[config.mk]
export PLATFORM = sky130hd
export DESIGN_NAME = infix_integer_expression_evaluator_unit
export DESIGN_NICKNAME = d
export VERILOG_FILES = /design/src/hw/rtl/iiee_pkg.sv /design/src/hw/rtl/iiee_div.sv /design/src/hw/rtl/infix_integer_expression_evaluator_unit.sv
export VERILOG_INCLUDE_DIRS = /design/src /design/src/hw/rtl
export SDC_FILE = /design/constraint.sdc
export NUM_CORES = 2
export LEC_CHECK = 0
export ABC_AREA = 1
export BUFFER_PORTS_ARGS = -buffer_cell sky130_fd_sc_hd__buf_4
export CAP_MARGIN = 40
export CORE_ASPECT_RATIO = 1.25
export CORE_MARGIN = 2
export CORE_UTILIZATION = 35
export CTS_BUF_LIST = sky130_fd_sc_hd__clkbuf_8
export DETAILED_ROUTE_END_ITERATION = 6
export REMOVE_ABC_BUFFERS = 1
export SLEW_MARGIN = 0
export SYNTH_ARGS = -nofsm -noshare
export SYNTH_HDL_FRONTEND = slang
export SYNTH_SLANG_ARGS = --single-unit
[constraint.sdc]
create_clock -name clk -period 16.1 [get_ports clk]
set_input_delay 3.22 -clock clk [delete_from_list [all_inputs] [get_ports clk]]
set_output_delay 3.22 -clock clk [all_outputs]
set_load 0.01 [all_outputs]
[src/hw/rtl/infix_integer_expression_evaluator_unit_macros.svh]
// Assertion macros shared by the RTL.
// Each macro takes a label, clock, active-low reset, antecedent and consequent.
`ifndef INFIX_INTEGER_EXPRESSION_EVALUATOR_UNIT_MACROS_SVH
`define INFIX_INTEGER_EXPRESSION_EVALUATOR_UNIT_MACROS_SVH

`ifndef ASSERT_OFF

// same-cycle implication
`define IIEE_ASSERT_IMP(lbl, clk, rst_n, ante, cons) \
	lbl: assert property (@(posedge clk) disable iff (!(rst_n)) (ante) |-> (cons)) \
		else $error("%m: check failed");

// next-cycle implication
`define IIEE_ASSERT_NXT(lbl, clk, rst_n, ante, cons) \
	lbl: assert property (@(posedge clk) disable iff (!(rst_n)) (ante) |=> (cons)) \
		else $error("%m: check failed");

`else

`define IIEE_ASSERT_IMP(lbl, clk, rst_n, ante, cons)
`define IIEE_ASSERT_NXT(lbl, clk, rst_n, ante, cons)

`endif

`endif

[src/hw/rtl/iiee_pkg.sv]
package iiee_pkg;

	// datapath width and derived sizes
	localparam int VALUE_WIDTH = 32;
	localparam int OUT_W       = 32;
	localparam int EXT_W       = 64;
	localparam int CH_W        = 8;
	localparam int DIGIT_W     = 4;
	localparam int CNT_W       = $clog2(VALUE_WIDTH);

	// character codes
	localparam logic [CH_W-1:0] CH_0     = 8'h30;
	localparam logic [CH_W-1:0] CH_9     = 8'h39;
	localparam logic [CH_W-1:0] CH_PLUS  = 8'h2B;
	localparam logic [CH_W-1:0] CH_MINUS = 8'h2D;
	localparam logic [CH_W-1:0] CH_STAR  = 8'h2A;
	localparam logic [CH_W-1:0] CH_SLASH = 8'h2F;
	localparam logic [CH_W-1:0] CH_EQ    = 8'h3D;

	// operator waiting inside the current term
	localparam logic [1:0] PEND_NONE = 2'd0;
	localparam logic [1:0] PEND_MUL  = 2'd1;
	localparam logic [1:0] PEND_DIV  = 2'd2;

	// microprogram addresses
	localparam int UPC_W = 4;
	localparam logic [UPC_W-1:0] UPC_IDLE    = 4'd0;
	localparam logic [UPC_W-1:0] UPC_DIGIT   = 4'd1;
	localparam logic [UPC_W-1:0] UPC_APPLY   = 4'd2;
	localparam logic [UPC_W-1:0] UPC_MUL     = 4'd3;
	localparam logic [UPC_W-1:0] UPC_DIVINIT = 4'd4;
	localparam logic [UPC_W-1:0] UPC_DIVZERO = 4'd5;
	localparam logic [UPC_W-1:0] UPC_DIVSTEP = 4'd6;
	localparam logic [UPC_W-1:0] UPC_DIVFIX  = 4'd7;
	localparam logic [UPC_W-1:0] UPC_FINISH  = 4'd8;
	localparam logic [UPC_W-1:0] UPC_EMIT    = 4'd9;

	// jump conditions
	localparam int JMP_W = 3;
	localparam logic [JMP_W-1:0] JMP_NEXT     = 3'd0;
	localparam logic [JMP_W-1:0] JMP_DISPATCH = 3'd1;
	localparam logic [JMP_W-1:0] JMP_PEND     = 3'd2;
	localparam logic [JMP_W-1:0] JMP_DIVZ     = 3'd3;
	localparam logic [JMP_W-1:0] JMP_LOOP     = 3'd4;
	localparam logic [JMP_W-1:0] JMP_OPKIND   = 3'd5;
	localparam logic [JMP_W-1:0] JMP_OUT      = 3'd6;

	// datapath actions
	localparam int ACT_W = 4;
	localparam logic [ACT_W-1:0] ACT_NOP       = 4'd0;
	localparam logic [ACT_W-1:0] ACT_ACCEPT    = 4'd1;
	localparam logic [ACT_W-1:0] ACT_DIGIT     = 4'd2;
	localparam logic [ACT_W-1:0] ACT_T_NUM     = 4'd3;
	localparam logic [ACT_W-1:0] ACT_T_MUL     = 4'd4;
	localparam logic [ACT_W-1:0] ACT_DIV_START = 4'd5;
	localparam logic [ACT_W-1:0] ACT_T_ZERO    = 4'd6;
	localparam logic [ACT_W-1:0] ACT_DIV_STEP  = 4'd7;
	localparam logic [ACT_W-1:0] ACT_T_DIV     = 4'd8;
	localparam logic [ACT_W-1:0] ACT_FINISH    = 4'd9;
	localparam logic [ACT_W-1:0] ACT_EMIT      = 4'd10;

	typedef struct packed {
		logic [UPC_W-1:0] nxt;
		logic [JMP_W-1:0] jmp;
		logic [ACT_W-1:0] act;
	} ucode_t;

	// divider control from the sequencer
	typedef struct packed {
		logic start;
		logic step;
	} div_ctl_t;

	// control store
	function automatic ucode_t ucode_rom(input logic [UPC_W-1:0] addr);
		ucode_t w;
		case (addr)
			UPC_IDLE:    w = '{nxt: UPC_APPLY,   jmp: JMP_DISPATCH, act: ACT_ACCEPT};
			UPC_DIGIT:   w = '{nxt: UPC_IDLE,    jmp: JMP_NEXT,     act: ACT_DIGIT};
			UPC_APPLY:   w = '{nxt: UPC_FINISH,  jmp: JMP_PEND,     act: ACT_T_NUM};
			UPC_MUL:     w = '{nxt: UPC_FINISH,  jmp: JMP_NEXT,     act: ACT_T_MUL};
			UPC_DIVINIT: w = '{nxt: UPC_DIVSTEP, jmp: JMP_DIVZ,     act: ACT_DIV_START};
			UPC_DIVZERO: w = '{nxt: UPC_FINISH,  jmp: JMP_NEXT,     act: ACT_T_ZERO};
			UPC_DIVSTEP: w = '{nxt: UPC_DIVFIX,  jmp: JMP_LOOP,     act: ACT_DIV_STEP};
			UPC_DIVFIX:  w = '{nxt: UPC_FINISH,  jmp: JMP_NEXT,     act: ACT_T_DIV};
			UPC_FINISH:  w = '{nxt: UPC_IDLE,    jmp: JMP_OPKIND,   act: ACT_FINISH};
			UPC_EMIT:    w = '{nxt: UPC_IDLE,    jmp: JMP_OUT,      act: ACT_EMIT};
			default:     w = '{nxt: UPC_IDLE,    jmp: JMP_NEXT,     act: ACT_NOP};
		endcase
		return w;
	endfunction

	// character classes
	function automatic logic is_digit(input logic [CH_W-1:0] c);
		return (c >= CH_0) && (c <= CH_9);
	endfunction

	function automatic logic is_op(input logic [CH_W-1:0] c);
		return (c == CH_STAR) || (c == CH_SLASH) || (c == CH_PLUS) ||
			(c == CH_MINUS) || (c == CH_EQ);
	endfunction

	// sign-extend the datapath value and keep the low output bits
	function automatic logic [OUT_W-1:0] to_out(input logic [VALUE_WIDTH-1:0] v);
		logic [EXT_W-1:0] w;
		w = EXT_W'(signed'(v));
		return w[OUT_W-1:0];
	endfunction

endpackage

[src/hw/rtl/iiee_div.sv]
module iiee_div (
	input  logic                              clk,
	input  logic                              arst_n,
	input  iiee_pkg::div_ctl_t                ctl,
	input  logic [iiee_pkg::VALUE_WIDTH-1:0]  dividend,
	input  logic [iiee_pkg::VALUE_WIDTH-1:0]  divisor,
	output logic [iiee_pkg::VALUE_WIDTH-1:0]  quotient,
	output logic                              last
);

	logic [iiee_pkg::VALUE_WIDTH-1:0] rem_q;
	logic [iiee_pkg::VALUE_WIDTH-1:0] quo_q;
	logic [iiee_pkg::VALUE_WIDTH-1:0] dsr_q;
	logic                             neg_q;
	logic [iiee_pkg::CNT_W-1:0]       cnt_q;
	logic [iiee_pkg::VALUE_WIDTH:0]   trial;
	logic                             fits;

	// one restoring step: shift in the next dividend bit and try a subtract
	assign trial = {rem_q, quo_q[iiee_pkg::VALUE_WIDTH-1]} - {1'b0, dsr_q};
	assign fits  = !trial[iiee_pkg::VALUE_WIDTH];

	// iteration counter
	always_ff @(posedge clk or negedge arst_n) begin
		if (!arst_n) begin
			cnt_q <= '0;
		end else if (ctl.start) begin
			cnt_q <= iiee_pkg::CNT_W'(iiee_pkg::VALUE_WIDTH - 1);
		end else if (ctl.step) begin
			cnt_q <= cnt_q - 1'b1;
		end
	end

	// magnitudes in, one quotient bit a cycle
	always_ff @(posedge clk) begin
		if (ctl.start) begin
			neg_q <= dividend[iiee_pkg::VALUE_WIDTH-1] ^ divisor[iiee_pkg::VALUE_WIDTH-1];
			quo_q <= dividend[iiee_pkg::VALUE_WIDTH-1] ? -dividend : dividend;
			dsr_q <= divisor[iiee_pkg::VALUE_WIDTH-1] ? -divisor : divisor;
			rem_q <= '0;
		end else if (ctl.step) begin
			rem_q <= fits ? trial[iiee_pkg::VALUE_WIDTH-1:0]
				: {rem_q[iiee_pkg::VALUE_WIDTH-2:0], quo_q[iiee_pkg::VALUE_WIDTH-1]};
			quo_q <= {quo_q[iiee_pkg::VALUE_WIDTH-2:0], fits};
		end
	end

	// truncating quotient, sign restored
	assign quotient = neg_q ? -quo_q : quo_q;
	assign last     = (cnt_q == '0);

endmodule

[src/hw/rtl/infix_integer_expression_evaluator_unit.sv]
// Channel   Handshake             Payload
// input     in_valid / in_stall   ch (8b character)
// output    out_valid / out_stall value (32b signed), div_by_zero
//
// A microcoded sequencer takes one request in its idle step, then runs:
// digit DIGIT; + - = or * / with no operator pending APPLY, FINISH; after * APPLY,
// MUL, FINISH; after / APPLY, DIVINIT, DIVSTEP (one quotient bit a cycle), DIVFIX,
// FINISH; after / by zero APPLY, DIVINIT, DIVZERO, FINISH; '=' adds EMIT.
// arst_n clears the sequencer, the expression state and the output valid flag.
// A waiting result sits in the output register; the next request is taken meanwhile,
// and only a second '=' waits for out_stall to drop.
`include "infix_integer_expression_evaluator_unit_macros.svh"

module infix_integer_expression_evaluator_unit (
	input  logic                        clk,
	input  logic                        arst_n,
	input  logic                        in_valid,
	output logic                        in_stall,
	input  logic [iiee_pkg::CH_W-1:0]   ch,
	output logic                        out_valid,
	input  logic                        out_stall,
	output logic [iiee_pkg::OUT_W-1:0]  value,
	output logic                        div_by_zero
);

	logic [iiee_pkg::UPC_W-1:0]       upc_q;
	logic [iiee_pkg::UPC_W-1:0]       upc_nxt;
	iiee_pkg::ucode_t                 uc;
	logic [iiee_pkg::CH_W-1:0]        ch_q;
	logic [iiee_pkg::VALUE_WIDTH-1:0] total_q;
	logic [iiee_pkg::VALUE_WIDTH-1:0] term_q;
	logic [iiee_pkg::VALUE_WIDTH-1:0] number_q;
	logic [iiee_pkg::VALUE_WIDTH-1:0] t_q;
	logic                             neg_q;
	logic [1:0]                       pend_q;
	logic                             err_q;
	logic                             out_valid_q;
	logic [iiee_pkg::OUT_W-1:0]       value_q;
	logic                             dz_q;
	logic                             accept;
	logic                             out_room;
	logic                             emit;
	logic [iiee_pkg::VALUE_WIDTH-1:0] prod_lo;
	logic [iiee_pkg::VALUE_WIDTH-1:0] number_ext;
	logic [iiee_pkg::DIGIT_W-1:0]     digit;
	iiee_pkg::div_ctl_t               div_ctl;
	logic [iiee_pkg::VALUE_WIDTH-1:0] quotient;
	logic                             div_last;

	// control word for this step
	assign uc       = iiee_pkg::ucode_rom(upc_q);
	assign in_stall = (upc_q != iiee_pkg::UPC_IDLE);
	assign accept   = in_valid && !in_stall;
	assign out_room = !out_valid_q || !out_stall;
	assign emit     = (uc.act == iiee_pkg::ACT_EMIT) && out_room;

	// sequencer: next address
	always_comb begin
		upc_nxt = uc.nxt;
		case (uc.jmp)
			iiee_pkg::JMP_NEXT: begin
				upc_nxt = uc.nxt;
			end
			iiee_pkg::JMP_DISPATCH: begin
				if (!in_valid) begin
					upc_nxt = upc_q;
				end else if (iiee_pkg::is_digit(ch)) begin
					upc_nxt = iiee_pkg::UPC_DIGIT;
				end else if (iiee_pkg::is_op(ch)) begin
					upc_nxt = uc.nxt;
				end else begin
					upc_nxt = upc_q;
				end
			end
			iiee_pkg::JMP_PEND: begin
				if (pend_q == iiee_pkg::PEND_MUL) begin
					upc_nxt = iiee_pkg::UPC_MUL;
				end else if (pend_q == iiee_pkg::PEND_DIV) begin
					upc_nxt = iiee_pkg::UPC_DIVINIT;
				end else begin
					upc_nxt = uc.nxt;
				end
			end
			iiee_pkg::JMP_DIVZ: begin
				upc_nxt = (number_q == '0) ? iiee_pkg::UPC_DIVZERO : uc.nxt;
			end
			iiee_pkg::JMP_LOOP: begin
				upc_nxt = div_last ? uc.nxt : upc_q;
			end
			iiee_pkg::JMP_OPKIND: begin
				upc_nxt = (ch_q == iiee_pkg::CH_EQ) ? iiee_pkg::UPC_EMIT : uc.nxt;
			end
			iiee_pkg::JMP_OUT: begin
				upc_nxt = out_room ? uc.nxt : upc_q;
			end
			default: begin
				upc_nxt = iiee_pkg::UPC_IDLE;
			end
		endcase
	end

	always_ff @(posedge clk or negedge arst_n) begin
		if (!arst_n) begin
			upc_q <= iiee_pkg::UPC_IDLE;
		end else begin
			upc_q <= upc_nxt;
		end
	end

	// request character
	always_ff @(posedge clk) begin
		if (accept) begin
			ch_q <= ch;
		end
	end

	// operand helpers; the product keeps only the low word
	assign digit      = iiee_pkg::DIGIT_W'(ch_q - iiee_pkg::CH_0);
	assign number_ext = iiee_pkg::VALUE_WIDTH'(digit);
	assign prod_lo    = term_q * number_q;

	// divider
	assign div_ctl.start = (uc.act == iiee_pkg::ACT_DIV_START);
	assign div_ctl.step  = (uc.act == iiee_pkg::ACT_DIV_STEP);

	iiee_div u_div (
		.clk      (clk),
		.arst_n   (arst_n),
		.ctl      (div_ctl),
		.dividend (term_q),
		.divisor  (number_q),
		.quotient (quotient),
		.last     (div_last)
	);

	// combined operand of the finished factor
	always_ff @(posedge clk) begin
		case (uc.act)
			iiee_pkg::ACT_T_NUM:  t_q <= number_q;
			iiee_pkg::ACT_T_MUL:  t_q <= prod_lo;
			iiee_pkg::ACT_T_ZERO: t_q <= '0;
			iiee_pkg::ACT_T_DIV:  t_q <= quotient;
			default:              t_q <= t_q;
		endcase
	end

	// expression state
	always_ff @(posedge clk or negedge arst_n) begin
		if (!arst_n) begin
			total_q  <= '0;
			term_q   <= '0;
			number_q <= '0;
			neg_q    <= 1'b0;
			pend_q   <= iiee_pkg::PEND_NONE;
			err_q    <= 1'b0;
		end else begin
			case (uc.act)
				iiee_pkg::ACT_DIGIT: begin
					number_q <= {number_q[iiee_pkg::VALUE_WIDTH-4:0], 3'b000}
						+ {number_q[iiee_pkg::VALUE_WIDTH-2:0], 1'b0} + number_ext;
				end
				iiee_pkg::ACT_T_ZERO: begin
					err_q <= 1'b1;
				end
				iiee_pkg::ACT_FINISH: begin
					number_q <= '0;
					if (ch_q == iiee_pkg::CH_STAR || ch_q == iiee_pkg::CH_SLASH) begin
						term_q <= t_q;
						pend_q <= (ch_q == iiee_pkg::CH_STAR) ? iiee_pkg::PEND_MUL
							: iiee_pkg::PEND_DIV;
					end else begin
						total_q <= neg_q ? (total_q - t_q) : (total_q + t_q);
						term_q  <= '0;
						pend_q  <= iiee_pkg::PEND_NONE;
						neg_q   <= (ch_q == iiee_pkg::CH_MINUS);
					end
				end
				iiee_pkg::ACT_EMIT: begin
					if (out_room) begin
						total_q  <= '0;
						term_q   <= '0;
						number_q <= '0;
						neg_q    <= 1'b0;
						pend_q   <= iiee_pkg::PEND_NONE;
						err_q    <= 1'b0;
					end
				end
				default: begin
					total_q <= total_q;
				end
			endcase
		end
	end

	// output register
	always_ff @(posedge clk or negedge arst_n) begin
		if (!arst_n) begin
			out_valid_q <= 1'b0;
		end else if (emit) begin
			out_valid_q <= 1'b1;
		end else if (!out_stall) begin
			out_valid_q <= 1'b0;
		end
	end

	always_ff @(posedge clk) begin
		if (emit) begin
			value_q <= iiee_pkg::to_out(total_q);
			dz_q    <= err_q;
		end
	end

	assign out_valid   = out_valid_q;
	assign value       = value_q;
	assign div_by_zero = dz_q;

	// checks
	`IIEE_ASSERT_NXT(a_emit_loads_out, clk, arst_n, emit, out_valid)
	`IIEE_ASSERT_NXT(a_emit_clears, clk, arst_n, emit,
		total_q == '0 && err_q == 1'b0 && number_q == '0)
	`IIEE_ASSERT_NXT(a_div_exit, clk, arst_n,
		upc_q == iiee_pkg::UPC_DIVSTEP && div_last, upc_q == iiee_pkg::UPC_DIVFIX)
	`IIEE_ASSERT_NXT(a_idle_holds, clk, arst_n,
		upc_q == iiee_pkg::UPC_IDLE && !in_valid, upc_q == iiee_pkg::UPC_IDLE)

endmodule

==> impl_metrics.yaml <==
yosys:
  synthFlopType: "edfxtp_1"
  postSynthCellCount: 4863
  yosysWarningCount: 0
  ys_seq_area_frac: 0.207
  synth-edff-count: 138
  synth.cell_area_sq_um: 36500
  synth_area_per_cell_sq_um: 7.50
  synth_cell_types: 69
  async_flop_share: 0.393
  ys_ff_latch: 280
global_routing:
  grt_pass1_wl_um: 185000
  overflow: 0
  grt_start_max_net_pins: 56
  grt_pass1_vias: 32026
  gr-usage-all-layers: 0.223
  antenna_found_initial: 1
routing:
  vias_per_cell: 5.07
  via_count: 31472
  drc: 0
  firstDrtPassIters: 6
  wire_per_inst_um: 19.0
  drt-initial-drc-count: 2238
  wl_um: 118000
  ant_nets: 0
sta:
  fin_crit_sh: 0.456
  layout_min_cycle_time_ns: 7.34
  tns_ns: 0
  finalSetupViolCount: 0
  hold_viol: 0
  rsz0062_at_grt: "no"
  slew_violations: 0
  worstMarginPinSlew_ns: 0.942
  fin_worst_skew_ns: 0.0512
  fmax_ghz: 0.136
  slew_headroom: 0.372
  holdWs_ns: 0.463
setup_path:
  r2r_cells: 25
  slowest_delay_ns: 0.69
  cp_common_cell: "fa_1"
  cp.required_ns: 16.49
  cp_slowest_cell: "dfrtp_1"
  cp_max_fo: 12
  path_class: "reg -> reg"
  endpoint_kind: "flip-flop"
  arrival_ns: 7.73
  start_kind: "flip-flop"
floorplan:
  start_util: 0.352
  rows: 132
  core_sq_um: 104000
  fp.dieW_um: 293
  die_y_um: 365
  io_pins: 47
  die_area_sq_um: 107000
clocking:
  cts_sinks: 280
  holdBufCountCts: 0
  clk_latency_ns: 0.68
  cts_tree: "done"
  cts-root-buf: "clkbuf_8"
  htreeDepth: 2
  cts_buffers: 49
  path_clk_slew_ns: 0.06
  clock_path_buffers: 3
  cts_setup_buffers: 0
  ctsResizeCount: 0
finish:
  fin_nets: 5507
  drive_gt1_frac: 0.0528
  layout.cells.most_common: "nand2_1"
  design_area_sq_um: 39400
  syn_to_final_growth_pct: 7.85
  most-common-layout-cells: "nand2_1, inv_1, fa_1"
  num-fill-cells: 10731
flow_run:
  maxCapViolations: 0
power_and_ir_drop:
  leakage_nw: 21.3
  irDropWorstVdd_mv: 0.0726
  powerDensity_nw_per_um2: 124
hold_path:
  min_path_type: "reg -> reg"
  worstHoldPathCells: 0
place:
  gp_congestion: 0.957
  placedInstanceArea_sq_um: 38300
  place.port_buffers: 46
  dpl.hpwl_um: 91100
run_status:
  outcome: "complete, no violations"
kinds of logic (layout without fill, tap and decap cells):
family / Yosys count / in the layout / share of synthesized area
buf+inv: 1266 / 1272 / 0.132
xor+xnor: 147 / 147 / 0.0353
flops: 280 / 280 / 0.207
simple gates: 1854 / 1854 / 0.210
other cells: 0 / 3 / 0
fa+ha+maj: 667 / 667 / 0.313
compound gates: 649 / 649 / 0.103
where the power goes:
| group | total, mW | switching (mW) | internal [mW] |
|---|---|---|---|
| clock | 0.762 | 0.339 | 0.423 |
| sequential | 1.23 | 0.259 | 0.974 |
| combinational | 2.90 | 2.00 | 0.899 |
| total | 4.90 | 2.60 | 2.30 |
stage by stage:
step                std cells  utilization  setup WS [ns]  power [mW]
global route             6210        0.380           8.42        5.28
finish                   6212        0.380           8.76        4.90
floorplan                4670            -           9.44        3.07
global placement         6109        0.368           8.76        4.07
CTS                      6209        0.380           8.77        4.88
detailed placement       6117        0.369           8.79        4.10
final cells by class:
| type | count | area, sq um | share of cell area |
|---|---|---|---|
| inverter | 1073 | 4030 | 0.102 |
| clock inverter | 38 | 357 | 0.00906 |
| timing repair buffer | 107 | 877 | 0.0223 |
| clock buffer | 54 | 743 | 0.0189 |
| antenna | 3 | 7.51 | 0.000191 |
| tap | 1340 | 1680 | 0.0426 |
| multi-input combinational | 3317 | 24100 | 0.613 |
| sequential | 280 | 7540 | 0.191 |
sequential cells by signal, summed over array words and instances (netlist names):
name,flops
pend_q,2
total_q,32
neg_q,1
u_div.neg_q,1
number_q,32
div_by_zero,1
u_div.dsr_q,32
value,32
u_div.rem_q,32
u_div.cnt_q,5
t_q,32
upc_q,4
u_div.quo_q,32
term_q,32
err_q,1
ch_q,8
out_valid,1
critical path: cells and delay by family (launching register included):
kind            cells  cell delay (ns)
flops               1             0.69
compound gates      4             0.53
fa+ha+maj           9             4.20
buf+inv             6             0.63
simple gates        6             1.00
final timing paths:
kind	from	to	slack, ns
hold reg to reg	err_q$_DFFE_PN0P_	div_by_zero$_DFFE_PP_	0.46
setup / recovery	term_q[13]$_DFFE_PN0P_	t_q[26]$_DFFE_PP_	8.76
setup reg to reg	term_q[13]$_DFFE_PN0P_	t_q[26]$_DFFE_PP_	8.76
min in group asynchronous	arst_n	number_q[16]$_DFFE_PN0P_	2.67
max in group asynchronous	arst_n	term_q[29]$_DFFE_PN0P_	12.26
hold / removal	err_q$_DFFE_PN0P_	div_by_zero$_DFFE_PP_	0.46
per-layer routing:
| layer | up-vias | track usage | share of wire |
|---|---|---|---|
| met1 | 15269 | 0.268 | 0.40 |
| met4 | 0 | 0.108 | 0.053 |
| met5 | - | 0 | 0 |
| li1 | 14947 | - | - |
| met2 | 987 | 0.403 | 0.50 |
| met3 | 269 | 0.0193 | 0.052 |
Yosys cell counts, types with 9 or more instances:
| master | instances | share of area |
|---|---|---|
| a21o_1 | 15 | 0.0031 |
| a21oi_1 | 219 | 0.030 |
| a31oi_1 | 16 | 0.0027 |
| buf_1 | 44 | 0.0045 |
| buf_2 | 25 | 0.0034 |
| clkbuf_1 | 114 | 0.012 |
| dfrtp_1 | 110 | 0.075 |
| dfxtp_1 | 32 | 0.018 |
| edfxtp_1 | 138 | 0.11 |
| fa_1 | 412 | 0.23 |
| ha_1 | 255 | 0.087 |
| inv_1 | 1050 | 0.11 |
| inv_2 | 22 | 0.0023 |
| nand2_1 | 1239 | 0.13 |
| nand3_1 | 176 | 0.024 |
| nand3b_1 | 14 | 0.0029 |
| nand4_1 | 43 | 0.0074 |
| nor2_1 | 272 | 0.028 |
| nor2_2 | 9 | 0.0015 |
| nor3_1 | 50 | 0.0069 |
| nor4_1 | 18 | 0.0031 |
| o211ai_1 | 18 | 0.0037 |
| o21ai_0 | 185 | 0.025 |
| o21ai_1 | 92 | 0.013 |
| o21bai_1 | 13 | 0.0027 |
| o22ai_1 | 22 | 0.0038 |
| o31ai_1 | 13 | 0.0027 |
| xnor2_1 | 36 | 0.0086 |
| xor2_1 | 111 | 0.027 |
Power figures use the tool's default switching activity.
